### config.mk
export PLATFORM = sky130hd
export DESIGN_NAME = scs_cfg_regs
export DESIGN_NICKNAME = d
export VERILOG_FILES = /design/src/rtl/core/scs_pkg.sv /design/src/rtl/core/scs_cfg_regs.sv
export SDC_FILE = /design/constraint.sdc
export NUM_CORES = 1
export LEC_CHECK = 0
export BUFFER_PORTS_ARGS = -buffer_cell sky130_fd_sc_hd__buf_2
export CAP_MARGIN = 20
export CORE_MARGIN = 2
export CORE_UTILIZATION = 45
export CTS_CLUSTER_SIZE = 8
export DETAILED_ROUTE_END_ITERATION = 16
export GPL_ROUTABILITY_DRIVEN = 0
export PLACE_DENSITY = 0.83
export SLEW_MARGIN = 20
export SYNTH_ARGS = -nofsm -noshare
export SYNTH_HDL_FRONTEND = slang
export SYNTH_SLANG_ARGS = --single-unit
### constraint.sdc
create_clock -name clk -period 2.5 [get_ports clk]
set_input_delay 0.25 -clock clk [delete_from_list [all_inputs] [get_ports clk]]
set_output_delay 0.25 -clock clk [all_outputs]
set_load 0.02 [all_outputs]
### src/rtl/core/scs_pkg.sv
// ----------------------------------------------------------------------------
// scs_pkg
// Shared widths, codes and types of the separable 3-tap convolution block.
// ----------------------------------------------------------------------------
package scs_pkg;

  localparam int MAX_WIDTH  = 1024;
  localparam int MAX_HEIGHT = 1024;
  localparam int TAPS       = 3;

  localparam int TAP_W     = 16;
  localparam int DIM_W     = 11;
  localparam int CFG_W     = 16;
  localparam int REG_IDX_W = 3;
  localparam int PIX_W     = 8;
  localparam int VS_W      = 26;
  localparam int FILT_W    = 43;
  localparam int POS_W     = 10;

  localparam int COL_W = $clog2(MAX_WIDTH);
  localparam int ROW_W = $clog2(MAX_HEIGHT + 4);
  localparam int WD_W  = $clog2(MAX_WIDTH + 1);
  localparam int HT_W  = $clog2(MAX_HEIGHT + 1);
  localparam int LINE_W = 2 * PIX_W;

  typedef enum logic [REG_IDX_W-1:0] {
    REG_COL_TAP_0    = 3'd0,
    REG_COL_TAP_1    = 3'd1,
    REG_COL_TAP_2    = 3'd2,
    REG_ROW_TAP_0    = 3'd3,
    REG_ROW_TAP_1    = 3'd4,
    REG_ROW_TAP_2    = 3'd5,
    REG_FRAME_WIDTH  = 3'd6,
    REG_FRAME_HEIGHT = 3'd7
  } scs_reg_t;

  typedef enum logic {
    OP_PIXEL = 1'b0,
    OP_DRAIN = 1'b1
  } scs_op_t;

  // Live configuration, geometry already clamped to 1..MAX
  typedef struct packed {
    logic [TAPS-1:0][TAP_W-1:0] col_tap;
    logic [TAPS-1:0][TAP_W-1:0] row_tap;
    logic [WD_W-1:0]            width;
    logic [HT_W-1:0]            height;
  } scs_cfg_t;

endpackage

### src/rtl/core/scs_cfg_regs.sv
// ----------------------------------------------------------------------------
// scs_cfg_regs
// Tap and geometry registers; clamps the frame size to 1..MAX.
// ----------------------------------------------------------------------------
module scs_cfg_regs (
  input  logic                              clk,
  input  logic                              rst_n,
  input  logic                              cfg_we,
  input  logic [scs_pkg::REG_IDX_W-1:0]     cfg_index,
  input  logic [scs_pkg::CFG_W-1:0]         cfg_data,
  output scs_pkg::scs_cfg_t                 cfg
);

  logic [scs_pkg::TAPS-1:0][scs_pkg::TAP_W-1:0] col_tap_r;
  logic [scs_pkg::TAPS-1:0][scs_pkg::TAP_W-1:0] row_tap_r;
  logic [scs_pkg::DIM_W-1:0]                    frame_width_r;
  logic [scs_pkg::DIM_W-1:0]                    frame_height_r;

  always_ff @(posedge clk) begin
    if (!rst_n) begin
      col_tap_r      <= {scs_pkg::TAP_W'(0), scs_pkg::TAP_W'(4096), scs_pkg::TAP_W'(0)};
      row_tap_r      <= {scs_pkg::TAP_W'(0), scs_pkg::TAP_W'(4096), scs_pkg::TAP_W'(0)};
      frame_width_r  <= scs_pkg::DIM_W'(1024);
      frame_height_r <= scs_pkg::DIM_W'(1024);
    end else if (cfg_we) begin
      case (scs_pkg::scs_reg_t'(cfg_index))
        scs_pkg::REG_COL_TAP_0:    col_tap_r[0]   <= cfg_data[scs_pkg::TAP_W-1:0];
        scs_pkg::REG_COL_TAP_1:    col_tap_r[1]   <= cfg_data[scs_pkg::TAP_W-1:0];
        scs_pkg::REG_COL_TAP_2:    col_tap_r[2]   <= cfg_data[scs_pkg::TAP_W-1:0];
        scs_pkg::REG_ROW_TAP_0:    row_tap_r[0]   <= cfg_data[scs_pkg::TAP_W-1:0];
        scs_pkg::REG_ROW_TAP_1:    row_tap_r[1]   <= cfg_data[scs_pkg::TAP_W-1:0];
        scs_pkg::REG_ROW_TAP_2:    row_tap_r[2]   <= cfg_data[scs_pkg::TAP_W-1:0];
        scs_pkg::REG_FRAME_WIDTH:  frame_width_r  <= cfg_data[scs_pkg::DIM_W-1:0];
        scs_pkg::REG_FRAME_HEIGHT: frame_height_r <= cfg_data[scs_pkg::DIM_W-1:0];
        default: ;
      endcase
    end
  end

  always_comb begin
    cfg.col_tap = col_tap_r;
    cfg.row_tap = row_tap_r;
    if (frame_width_r == '0) begin
      cfg.width = scs_pkg::WD_W'(1);
    end else if (int'(frame_width_r) > scs_pkg::MAX_WIDTH) begin
      cfg.width = scs_pkg::WD_W'(scs_pkg::MAX_WIDTH);
    end else begin
      cfg.width = scs_pkg::WD_W'(frame_width_r);
    end
    if (frame_height_r == '0) begin
      cfg.height = scs_pkg::HT_W'(1);
    end else if (int'(frame_height_r) > scs_pkg::MAX_HEIGHT) begin
      cfg.height = scs_pkg::HT_W'(scs_pkg::MAX_HEIGHT);
    end else begin
      cfg.height = scs_pkg::HT_W'(frame_height_r);
    end
  end

endmodule

* Word level (Yosys, flattened, before mapping)
Cells that the tools add are included.
Operators by class: reduce and logical (&&, ||, !) cells 11, order comparisons 2, muxes and demuxes 4, equality and inequality tests 7
Operators with widths (number):
- 11-bit 2-to-1 mux | 4
- 11-bit greater-than comparator (second input constant) | 2
- 11-bit zero test | 2
- 2-bit AND reduction | 8
- 3-bit equality test (second input constant) | 4
- 3-bit by 2-bit equality test with 1-bit output (second input constant) | 2
- 3-bit by 1-bit equality test with 1-bit output (second input constant) | 1
- 3-bit zero test | 1
Word-level totals: input port bits 22, register bits 118, output and inout bits 118

* Longest topological paths before layout
Gate-level depths: netlist (run 1).
depth in word-level cells 3, mapped depth 6, gate-level depth less buffers 3

* Worst setup path after synthesis (run 1)
Ideal clock, no wire load.
path type input port to flip-flop, start point input cfg_index[1] in the netlist's numbering, end point register col_tap_r, in the netlist cfg[76], path buffers 2, setup slack 1.225 ns, required time 2.382 ns, cell stages on the path 5, data arrival time 1.157 ns, cell sequence or4b_1 buf_2 buf_6 nand2_1 a21boi_2
On the way: cells in the longest elaborated chain, start to end 2
Ends and longest elaborated chain:
- from (decl) | RTL line scs_cfg_regs.sv:9 | input logic [scs_pkg::REG_IDX_W-1:0] cfg_index,
- 3-bit zero test | RTL line scs_cfg_regs.sv:26 | case (scs_pkg::scs_reg_t'(cfg_index))
- 2-bit AND reduction (no line)
- to (signal assigned) | RTL line scs_cfg_regs.sv:21 | col_tap_r <= {scs_pkg::TAP_W'(0), scs_pkg::TAP_W'(4096), scs_pkg::TAP_W'(0)};
- to (decl) | RTL line scs_cfg_regs.sv:14 | logic [scs_pkg::TAPS-1:0][scs_pkg::TAP_W-1:0] col_tap_r;
Every way passes these cells. A chain may end at the register's enable or synchronous reset.

==> run summary, run 1 <==
status: complete, no violations
row cnt: 37
Sequential Power Share: 43.3%
Clk pwr share: 49.8%
layout cells sized above 1: 27.3%
met3 Usage GRT: 5.15%
multi-input combinational cell area: 2150 um^2
layer carrying the most global-route usage: met2
DR vias/cell: 5.17
final period utilization: 73.0%
setup bufs post-CTS: 0
clk buf depth: 2
CP startpoint: frame_width_r[6]
MaxCap Viol Count: 0
startpoint types: flop
Avg Synthesized Cell Area: 8.47 um^2
Syn Nets: 595
synth unique cells: 25
Switching Share: 24.8%
Area contributors post-synth: dfxtp_1, nand2_1, a21boi_0
post-synthesis compound-gate area fraction: 18.7%
Pwr Density: 755 nW/um^2
Die Height: 108 um
crit path to: cfg[11]
Critical path buffers and inverters: 1
CTS Buf Count: 17
initial core utilization: 46.6%
Mapped Cells: 573
Iter 0 DRT Violations: 323
Power Total: 4.49 mW
Setup Skew: 0 ns
synth-to-layout area growth: 22.7%
vias: 4,258
global route overflow: 0
Crit path largest cell delay: 0.34 ns
post-DP HPWL: 9110 um
H-tree level count: 4
final slew viol count: 0
Clock Sinks: 118
RR Startpoint: frame_width_r[10]
CP Data Arrival Time: 1.57 ns
Synth top area share: 48.6%
Int Pwr: 3.38 mW
HP Class: in2reg
# diodes: 0
met1 usage: 30.6%
worst-case vdd ir drop: 400 uV
crit path max fanout: 3
synth warn: 0
Post-synth EDFFs: 0
Hold Slack: 0.0645 ns
Psw: 1.12 mW
CP Cell Sequence: nor4_1 > a31oi_1 > nor2_1 > buf_2
I/O pins: 140
port buffer count: 139
fmax: 0.548 GHz
Reg2Reg Depth: 2
M2 GR Usage: 39.1%
Slew HR: 49.7%
critical path depth: 4
clk_lat worst skew: 0.51 ns
All-Layer GR Usage: 23.9%
CTS tree: built
filler instances: 957
slack of the worst reg-to-reg path: 1.71 ns
initial antenna violation count: 0
Seq/Total Area, Yosys: 48.6%
post-route minimum period: 1.82 ns
Comb pwr share: 6.8%
mux contribution to synthesized area: 0%
WL final: 13,500 um
CTS Root Buffer Type: clkbuf_8
simple logic cell fraction of the synthesized area: 25.7%
vias in the first global route: 3,986
RSZ-0062 raised after global routing: false
Sequential Area: 2360 um^2
Post-CTS Resized: 0
CP top delay family: simple AND/OR/NAND/NOR gates
asr flop ratio synth: 0%
Synth Area in XOR/XNOR: 0%
crit path capture type: output port
Reg clk slew, reported paths: 0.05 ns
drt first pass iters: 5
Setup CP Type: reg2out
CORE AREA: 10,400 um^2
CTS Hold Bufs: 0
drt drc: 0
post-route setup TNS: 0 ns
fraction of the mapped netlist area in adder cells: 0%
main flop type after synthesis: dfxtp_1
nets@finish: 697
antenna viol nets, final: 0
largest net degree at the start of global routing: 71
Static Leak: 2.47 nW
Slowest-stage cell, CP: nor4_1
Setup-failing EPs final: 0
Die X: 108 um
Final Hold Viols: 0
first-pass GRT wire length: 21,000 um
number of synthesized register bits: 118
Post-Syn Area: 4860 um^2
Yosys top cell by area: dfxtp_1
die area: 11,600 um^2
r2r endpoint: frame_width_r[10]
main combinational cell family by area after synthesis: simple AND/OR/NAND/NOR gates
Avg WL per Cell: 16.4 um
CP required: 2.25 ns
Least-Margin Pin Slew: 0.751 ns
[power by group through the flow]
stage | Clock (mW) | Combinational [mW] | Sequential, mW
after floorplan | 0 | 0.176 | 2.02
after global placement | 0 | 0.297 | 1.99
after detailed placement | 0 | 0.306 | 1.99
after CTS | 2.27 | 0.308 | 1.95
after global routing | 2.37 | 0.332 | 1.95
final | 2.24 | 0.308 | 1.95
[final cells by class]
type	count	share of cell area, %
sequential	118	39.7
timing repair buffer	140	12.0
tap	136	2.86
clock inverter	13	2.08
multi-input combinational	398	36.1
clock buffer	19	7.25
[flip-flops by register name, indices dropped and copies added, names as in the netlist]
register and flops:
frame_width_r 11, cfg 96, frame_height_r 11
[metal layers]
| metal | wire length [um] | vias to the layer above |
|---|---|---|
| li1 | - | 2060 |
| met1 | 5650 | 2010 |
| met2 | 6660 | 162 |
| met3 | 922 | 26 |
| met4 | 314 | 0 |
| met5 | 0 | - |
[cell families after synthesis]
family,Yosys count
AOI/OAI and AO/OA,116
buffers and inverters,57
DFF,118
and+or+nand+nor,282
[cell usage in the layout (no fill, tap or decap)]
cell type	synthesis	layout
or4b_1	1	1
a31oi_1	2	2
nor3_1	2	2
and4bb_2	3	3
a21boi_0	62	62
and4_1	1	1
nor2_1	4	4
nand2_1	235	235
nand4b_2	2	2
bufinv_16	0	1
clkbuf_1	20	1
and4b_1	3	3
clkinvlp_4	0	3
nand4b_1	1	1
a21boi_1	42	42
clkbuf_8	0	2
nand2_2	1	1
buf_2	17	139
nor2b_1	18	18
buf_12	0	1
nor4b_4	1	1
clkinv_4	0	3
a21boi_2	10	10
nand4_1	1	1
dfxtp_1	118	118
clkinv_2	0	2
nor4_1	2	2
inv_6	0	4
clkbuf_16	0	16
nand4bb_1	3	3
nand3_1	4	4
[worst min-delay path by stage]
stage | startpoint | endpoint | slack, ns | depth (start not counted)
6_report | cfg_data[15] | cfg[53] | 0.06 | 3
5_1_grt | cfg_data[13] | cfg[35] | 0.06 | 3
4_1_cts | cfg_data[15] | cfg[53] | 0.05 | 3
3_5_place_dp | cfg[91] | cfg[91] | 0.44 | 2
3_3_place_gp | cfg[33] | cfg[33] | 0.44 | 2
2_1_floorplan | cfg_data[12] | cfg[50] | 0.37 | 2
[worst reg2reg max path, cell delays in order (launching register included)]
cell and delay, ns:
dfxtp_1 0.54, nand2_1 0.09, nand3_1 0.09
[stage by stage]
| stage | cells | setup slack (ns) | instance area (um^2) | util (%) |
|---|---|---|---|---|
| final | 824 | 0.675 | 5960 | 57.2 |
| after global routing | 824 | 0.559 | 5960 | 57.2 |
| after CTS | 824 | 0.665 | 5960 | 57.2 |
| after detailed placement | 792 | 0.831 | 5400 | 51.9 |
| after global placement | 792 | 0.909 | 5400 | 51.9 |
| after floorplan | 573 | 1.23 | 4860 | - |
[synth_stat cells, drive strengths merged, types with 2 or more instances]
| library cell | n |
|---|---|
| a21boi | 114 |
| a31oi | 2 |
| and4b | 3 |
| and4bb | 3 |
| buf | 37 |
| clkbuf | 20 |
| dfxtp | 118 |
| nand2 | 236 |
| nand3 | 4 |
| nand4b | 3 |
| nand4bb | 3 |
| nor2 | 4 |
| nor2b | 18 |
| nor3 | 2 |
| nor4 | 2 |
(Power assumes the default switching activity.)
==> run 2: changes to the inputs <==
ABC_AREA = 1   (was default)
PLACE_DENSITY = 0.87   (was 0.83)
clock period = 1.6 ns   (was 2.5 ns; I/O delays follow)
==> run 2 against run 1 <==
  * The flow now finishes with violations (setup timing)
  * Register-to-register slack got worse by 0.89 ns
  * Non-clock buffer count rose by 15
  * Via count rose by 3.3%
  * Cell area rose by 2.9%
  * Flip-flop and latch count did not move
  * Area after synthesis fell by 11%
  * Global-route usage rose by 1.9 points
  * Critical path depth rose by 3
  * Worst hold slack got worse by 0.043 ns
  * Critical path type unchanged
  * Largest cell class unchanged
==> run summary, run 2 <==
status: finished with violations
failing checks: setup timing
port buffer count: 139 (unchanged)
worst-case vdd ir drop: 634 uV (+59%)
DR vias/cell: 5.04 (-2.4%)
Seq/Total Area, Yosys: 54.9% (+6.2 points)
drt drc: 0 (unchanged)
Switching Share: 23.0% (-1.9 points)
asr flop ratio synth: 0% (unchanged)
CTS tree: built
CP required: 1.44 ns (-0.81 ns)
I/O pins: 140 (unchanged)
final period utilization: 113%
row cnt: 35 (-5.4%)
Int Pwr: 6.40 mW (+89%)
Area contributors post-synth: dfxtp_1, nor2_1, o21ai_0
All-Layer GR Usage: 25.8% (+1.9 points)
global route overflow: 0 (unchanged)
post-route setup TNS: -2.79 ns (-2.79 ns)
Commonest cells post-synth: nor2_1, dfxtp_1, o21ai_0, inv_1, clkbuf_1
Setup CP Type: reg2out
Synth top area share: 54.9% (+6.2 points)
first-pass GRT wire length: 20,200 um (-3.7%)
vias in the first global route: 4,101 (+2.9%)
Clk pwr share: 53.1% (+3.3 points)
startpoint types: flop
Mapped Cells: 585 (+2.1%)
Slew HR: 63.5% (+14 points)
Iter 0 DRT Violations: 239 (-26%)
CP Data Arrival Time: 1.65 ns (+0.08 ns)
Yosys top cell by area: dfxtp_1
post-route minimum period: 1.81 ns
H-tree level count: 4 (unchanged)
initial core utilization: 46.4% (-0.23 points)
synth-to-layout area growth: 42.4%
CORE AREA: 9280 um^2 (-11%)
crit path capture type: output port
DP Area: 5150 um^2 (-4.7%)
HP Class: in2reg
layout cells sized above 1: 30.0% (+2.7 points)
Clock Sinks: 118 (unchanged)
final slew viol count: 0 (unchanged)
commonest non-fill, non-tap cell in the layout: nor2_1
CTS Buf Count: 17 (unchanged)
Static Leak: 2.94 nW (+19%)
DP Worst Slack: 0.246 ns (-0.586 ns)
CTS Root Buffer Type: clkbuf_8
Post-synth EDFFs: 0 (unchanged)
final instance area: 6130 um^2 (+2.9%)
filler instances: 803 (-16%)
Pwr Density: 1350 nW/um^2 (+79%)
initial antenna violation count: 0 (unchanged)
dpl cells: 836 (+5.6%)
post-route setup slack: -0.214 ns (-0.889 ns)
number of synthesized register bits: 118 (unchanged)
synth unique cells: 16 (-36%)
post-DP HPWL: 8290 um (-9.1%)
Post-Syn Area: 4310 um^2 (-11%)
Die Height: 102 um (-5.6%)
most frequent cells in the layout: nor2_1, buf_2, o21ai_0
largest net degree at the start of global routing: 70 (-1.4%)
Syn Nets: 607 (+2.0%)
synth warn: 0 (unchanged)
vias: 4,398 (+3.3%)
Avg WL per Cell: 15.5 um (-6.0%)
drt first pass iters: 5 (unchanged)
Comb pwr share: 9.6% (+2.8 points)
clk_lat worst skew: 0.50 ns (about the same)
clk buf depth: 2 (unchanged)
RSZ-0062 raised after global routing: true
Psw: 1.91 mW (+71%)
nets@finish: 752 (+7.9%)
Final Non-Filler Cells: 872 (+5.8%)
Reg clk slew, reported paths: 0.06 ns (about the same)
Setup-failing EPs final: 20 (+20)
Power Total: 8.30 mW (+85%)
# diodes: 0 (unchanged)
Avg Synthesized Cell Area: 7.36 um^2 (-13%)
Final Hold Viols: 0 (unchanged)
crit path max fanout: 4 (+1)
MaxCap Viol Count: 0 (unchanged)
Sequential Power Share: 37.4% (-5.9 points)
flip-flop count of the largest register after layout: 96 (unchanged)
Setup Skew: 0 ns (unchanged)
Least-Margin Pin Slew: 0.547 ns (-0.204 ns)
Die X: 102 um (-5.6%)
die area: 10,400 um^2 (-11%)
main flop type after synthesis: dfxtp_1
cell with the most instances after synthesis: nor2_1
WL final: 13,500 um (-0.51%)
fmax: 0.551 GHz
antenna viol nets, final: 0 (unchanged)
run 2: cell types whose count changed in the layout (fill, tap and decap cells not counted), sizes merged, moves of 6 or more:
| cell | previous run | this run |
|---|---|---|
| nand2 | 236 | 18 |
| a21boi | 114 | 0 |
| buf | 140 | 153 |
| inv | 4 | 31 |
| nor2b | 18 | 0 |
| o21ai | 0 | 114 |
| bufinv | 1 | 7 |
| nor2 | 4 | 263 |
run 2: metrics by stage:
step	hold WS [ns]	util, %
floorplan	0.273	-
global placement	0.456	55.4
detailed placement	0.466	55.4
CTS	0.0115	64.1
global route	0.0151	66.0
finish	0.0211	66.0
run 2: power groups by stage:
stage                     Clock, mW  Sequential [mW]  Combinational [mW]
final                          4.41             3.10               0.794
after detailed placement          0             3.16               0.668
after global routing           4.61             3.11               0.860
after global placement            0             3.16               0.657
after floorplan                   0             3.26               0.288
after CTS                      4.44             3.10               0.707
run 2: routing by layer:
metal,vias up,routed length [um],global-route usage [%]
met3,18,1100,6.77
met2,203,6800,44.2
met5,-,0,0
met4,0,195,9.33
li1,2141,-,-
met1,2036,5380,31.3
run 2: worst paths after layout:
| kind | start | to | slack (ns) | cells after the start |
|---|---|---|---|---|
| min reg2reg | cfg[38] | cfg[38] | 0.47 | 2 |
| min | cfg_data[14] | cfg[68] | 0.02 | 3 |
| max reg2reg | frame_width_r[3] | frame_width_r[3] | 0.82 | 3 |
| max | frame_width_r[5] | cfg[19] | -0.21 | 7 |
run 2: cell families after synthesis:
| family | count (synthesis) | synth area share [%] |
|---|---|---|
| buffers and inverters | 61 | 5.84 |
| and+or+nand+nor | 290 | 25.7 |
| AOI/OAI and AO/OA | 116 | 13.6 |
| DFF | 118 | 54.9 |
run 2: timing repair:
| item | CTS | global route |
|---|---|---|
| pin swaps | 4 | 7 |
| hold buffers | 2 | 0 |
| endpoints found under the hold margin | 3 | 0 |
| gates resized for setup | 30 | 54 |
| endpoints found under the setup margin | 19 | 20 |
| setup buffers | 2 | 0 |
run 2: final cells by class:
type                            count  area (um^2)  share of cell area (%)
Multi-Input combinational cell    406         1840                    29.9
Clock buffer                       20          445                    7.27
Inverter                           32          120                    1.96
Sequential cell                   118         2380                    38.8
Tap cell                          129          161                    2.63
Timing Repair Buffer              155          945                    15.4
Clock inverter                     12          246                    4.02
run 2: critical path, stage by stage, from the launching register on:
cell and delay (ns):
dfxtp_1 0.33, nor2_1 0.13, nand3_2 0.10, nor2_4 0.13
nor2_4 0.06, buf_6 0.14, nor2_2 0.13, buf_6 0.14
